===== src/sdsu_pkg.sv =====
// Shared types and constants for the string delimiter splitter.
// No dependencies; every other file in src imports this package.
`timescale 1ns / 1ps

package sdsu_pkg;

  localparam int MAX_DELIM_LEN_DEF = 8;
  localparam int BYTE_W            = 8;
  localparam int LEN_W             = 4;
  localparam int DELIM_W           = 64;
  localparam int CFG_IDX_W         = 1;
  localparam int KIND_W            = 2;

  // Result kinds
  localparam logic [KIND_W-1:0] KIND_DATA      = 2'd0;
  localparam logic [KIND_W-1:0] KIND_FIELD_END = 2'd1;
  localparam logic [KIND_W-1:0] KIND_TEXT_END  = 2'd2;

  // Request actions
  localparam logic ACT_TEXT = 1'b0;
  localparam logic ACT_END  = 1'b1;

  // Configuration register indexes
  localparam logic [CFG_IDX_W-1:0] REG_DELIM_BYTES = 1'd0;
  localparam logic [CFG_IDX_W-1:0] REG_DELIM_LEN   = 1'd1;

  localparam logic [DELIM_W-1:0] DELIM_BYTES_RST = '0;
  localparam logic [LEN_W-1:0]   DELIM_LEN_RST   = 4'd1;

  // Per-cycle command shared by every window cell
  typedef struct packed {
    logic shift;  // take the neighbor's forwarded byte
    logic load;   // the cell at the write position takes the new byte
  } cell_ctrl_t;

endpackage


===== src/sdsu_cell.sv =====
// One window cell: holds a pending byte, compares it with its delimiter byte,
// and hands its byte to the left neighbor on a shift. Depends on sdsu_pkg.
`timescale 1ns / 1ps

module sdsu_cell import sdsu_pkg::*; (
  input  logic              clk,
  input  cell_ctrl_t        ctrl,
  input  logic              here,       // this cell is the write position
  input  logic [BYTE_W-1:0] new_byte,
  input  logic [BYTE_W-1:0] delim_byte,
  input  logic [BYTE_W-1:0] right_fwd,  // forwarded byte of the right neighbor
  output logic [BYTE_W-1:0] fwd,
  output logic              eq
);

  logic [BYTE_W-1:0] held;

  // The new byte stands in for this cell when it lands here this cycle
  assign fwd = here ? new_byte : held;
  assign eq  = (fwd == delim_byte);

  always_ff @(posedge clk) begin
    if (ctrl.shift) begin
      held <= right_fwd;
    end else if (ctrl.load && here) begin
      held <= new_byte;
    end
  end

endmodule


===== config.mk =====
export PLATFORM = sky130hd
export DESIGN_NAME = sdsu_cell
export DESIGN_NICKNAME = d
export VERILOG_FILES = /design/src/sdsu_pkg.sv /design/src/sdsu_cell.sv
export SDC_FILE = /design/constraint.sdc
export NUM_CORES = 1
export LEC_CHECK = 0
export ABC_AREA = 1
export ABC_CLOCK_PERIOD_IN_PS = 900
export BUFFER_PORTS_ARGS = -buffer_cell sky130_fd_sc_hd__buf_2
export CELL_PAD_IN_SITES_DETAIL_PLACEMENT = 0
export CELL_PAD_IN_SITES_GLOBAL_PLACEMENT = 2
export CORE_ASPECT_RATIO = 0.9
export CORE_MARGIN = 10
export CORE_UTILIZATION = 20
export DETAILED_ROUTE_END_ITERATION = 6
export PLACE_DENSITY = 0.73
export SETUP_SLACK_MARGIN = 0.15
export SLEW_MARGIN = 10
export SYNTH_ARGS = -nofsm -noshare
export SYNTH_HDL_FRONTEND = slang
export SYNTH_SLANG_ARGS = --single-unit

===== constraint.sdc =====
create_clock -name clk -period 0.9 [get_ports clk]
set_input_delay 0.045 -clock clk [delete_from_list [all_inputs] [get_ports clk]]
set_output_delay 0.045 -clock clk [all_outputs]
set_load 0.05 [all_outputs]

==> flow_summary_export.csv <==
group,metric,value,unit
timing,tightest_slew,0.2268,ns
timing,fin_crit,1.395,ns
global_routing,track_usage,7.406,%
hold_path,hold_path_class,"in -> reg",
timing,timing.final.crit_share,155.0,%
logic_synthesis,synth-async-reset-ratio,0,%
power,leakage,0.6073,nW
clock_tree,clkTransAtPathRegs,0.06,ns
place,io_buffer_count,36,
place,dp_hpwl,1.722,mm
power,ir_worst_vdd,542.6,uV
timing,finalHoldViolCount,0,
place,dp_slack,-0.3707,ns
logic_synthesis,synth_top_cell_area_share,37.65,%
logic_synthesis,synth_area_leaders,"edfxtp_1, nand2_1, mux2_2, nand3_1, inv_1",
setup_path,arrival,1.35,ns
logic_synthesis,synth_area,638.1,sq um
final_layout,area_delta_synth_final,82.55,%
final_layout,largest_register,"held",
drt,dr.pass1.iters,3,
outcome,violations,"negative setup slack",
global_routing,antenna_found_initial,0,
final_layout,finalNetCount,172,
place,routabilityCongestion,0.6917,
clock_tree,clockBufferDepth,2,
floorplan,io_pins,37,
floorplan,die_width,79.54,microns
power,combPwrFrac,46.3,%
clock_tree,cts_sinks,8,
run,drv_cap,0,
logic_synthesis,syn_area_per_cell,6.861,sq um
global_routing,overflow,0,
logic_synthesis,yosysMostFrequentCell,"nand2_1",
timing,fin_hold_ws,0.07056,ns
clock_tree,cts_max_level,1,
timing,slew_viol_final,0,
power,power,0.001421,W
setup_path,critical_path_class,"reg -> out",
drt,routed_wl,2.071,mm
setup_path,cp.required,0.85,ns
logic_synthesis,synthFlopType,"edfxtp_1",
clock_tree,root_buffer,"clkbuf_4",
global_routing,grt_pass1_vias,852,
clock_tree,cts_tree,"built",
floorplan,row_count,19,
logic_synthesis,syn_inst,93,
logic_synthesis,syn_nets,121,
timing,setup_viol,9,
final_layout,largest_reg_flops,8,
drt,routedWlPerCell,11.26,microns
power,powerDensity,1219,nW/um^2
logic_synthesis,synth-seq-cells,8,
global_routing,grt_first_pass_wirelength,3.498,mm
power,pwr-share-seq,33.6,%
timing,fin_ws,-0.4948,ns
drt,via_per_inst,4.092,
drt,drc,0,
drt,drt_iter0_drc,13,
final_layout,fillers,317,
final_layout,fin_area,1165,sq um
timing,worst_slew_margin_rel,84.88,%
logic_synthesis,synth_cell_types,13,
logic_synthesis,synth_common_cells,"nand2_1, inv_1, nand3_1, edfxtp_1, mux2_2",
final_layout,drive_gt1_share,57.75,%
power,pwr-share-clk,20.1,%
final_layout,diodes,0,
global_routing,grt_max_degree,12,
floorplan,initial_core_util,20.81,%
logic_synthesis,synth_edf_count,8,
setup_path,end_kind,"primary output",
final_layout,reg.largest.list,"held: 8 flops",
timing,rsz0062_at_grt,"yes",
floorplan,dieArea,5853,sq um
power,p_sw,0.0005093,W
floorplan,core-area,3067,sq um
logic_synthesis,synth_top_cell_by_area,"edfxtp_1",
outcome,status,"finished with violations",
power,sw_frac_of_total,35.85,%
logic_synthesis,yosysWarnings,0,
setup_path,critPathLaunchType,"register",
floorplan,die_y,73.59,microns
drt,ant_nets,0,
drt,vias,753,
logic_synthesis,ys_seq_area_share,37.65,%
clock_tree,cts_made_buffers,3,
power,intPower,0.0009112,W
timing,fmax,716.9,MHz
setup_path,crit_path_max_fanout,2,
place,dpl_cell_area,994.7,sq um
==> cell families (layout without fill, tap and decap cells) <==
logic type / Yosys count / count (layout) / share of synthesized area, %
AND/OR/NAND/NOR: 61 / 61 / 38.63
AO/OA/AOI/OAI: 3 / 3 / 2.941
buffers and inverters: 15 / 64 / 10.19
flip-flops: 8 / 8 / 37.65
multiplexers: 6 / 6 / 10.59
==> worst paths after layout <==
| path | from | to | slack, ns | cells past startpoint |
|---|---|---|---|---|
| min | right_fwd[6] | held[6] | 0.07 | 3 |
| max | held[4] | eq | -0.49 | 8 |
==> power by group through the flow <==
stage	registers [W]	clock network (W)	logic (W)
floorplan	0.000479	0	0.000352
global placement	0.000480	0	0.000526
detailed placement	0.000483	0	0.000531
CTS	0.000474	0.000301	0.000587
global route	0.000482	0.000316	0.000718
finish	0.000477	0.000286	0.000658
==> layer usage <==
| metal | share of wire (%) | track usage (%) |
|---|---|---|
| met5 | 0 | 0 |
| met4 | 0 | 2.982 |
| met3 | 7.3 | 3.293 |
| met2 | 51 | 12.75 |
| met1 | 41 | 7.730 |
==> worst max-delay path, cell delays in order, from the launching register on <==
cell,delay (ns)
edfxtp_1,0.37
nand2_2,0.10
nand2_4,0.06
nand2_2,0.06
nand2_2,0.05
nor2_2,0.12
nand2_2,0.07
nor2_4,0.12
buf_8,0.15
==> final cells by class <==
cell class                      instances  area, sq um  area share, %
Sequential cell                         8        240.2          20.62
Inverter                               13        48.80          4.189
Clock buffer                            3        22.52          1.933
Tap cell                               42        52.55          4.511
Multi-Input combinational cell         70        427.9          36.73
Timing Repair Buffer                   48        372.9          32.01
==> timing repair <==
item	4_1_cts	5_1_grt
pin swaps	6	12
setup endpoints to repair	9	9
gates resized for setup	17	23
buffers inserted	1	2
hold buffers	0	0
cloned	0	0
hold endpoints to repair	0	0
==> cell usage in the layout (no fill, tap or decap), drive strengths merged <==
cell type and instances:
o21ai 2, inv 13, clkbuf 3, edfxtp 8, a21o 1, nand2 47
nand3b 1, nand3 9, mux2 6, nor2 4, buf 48
==> stage by stage <==
stage,cells,setup TNS [ns],utilization (%)
after floorplan,93,-0.2972,-
after global placement,178,-0.5216,32.44
after detailed placement,178,-0.6401,32.44
after CTS,182,-2.120,35.13
after global routing,184,-2.572,37.98
final,184,-2.019,37.98
Power figures use the tool's default switching activity.
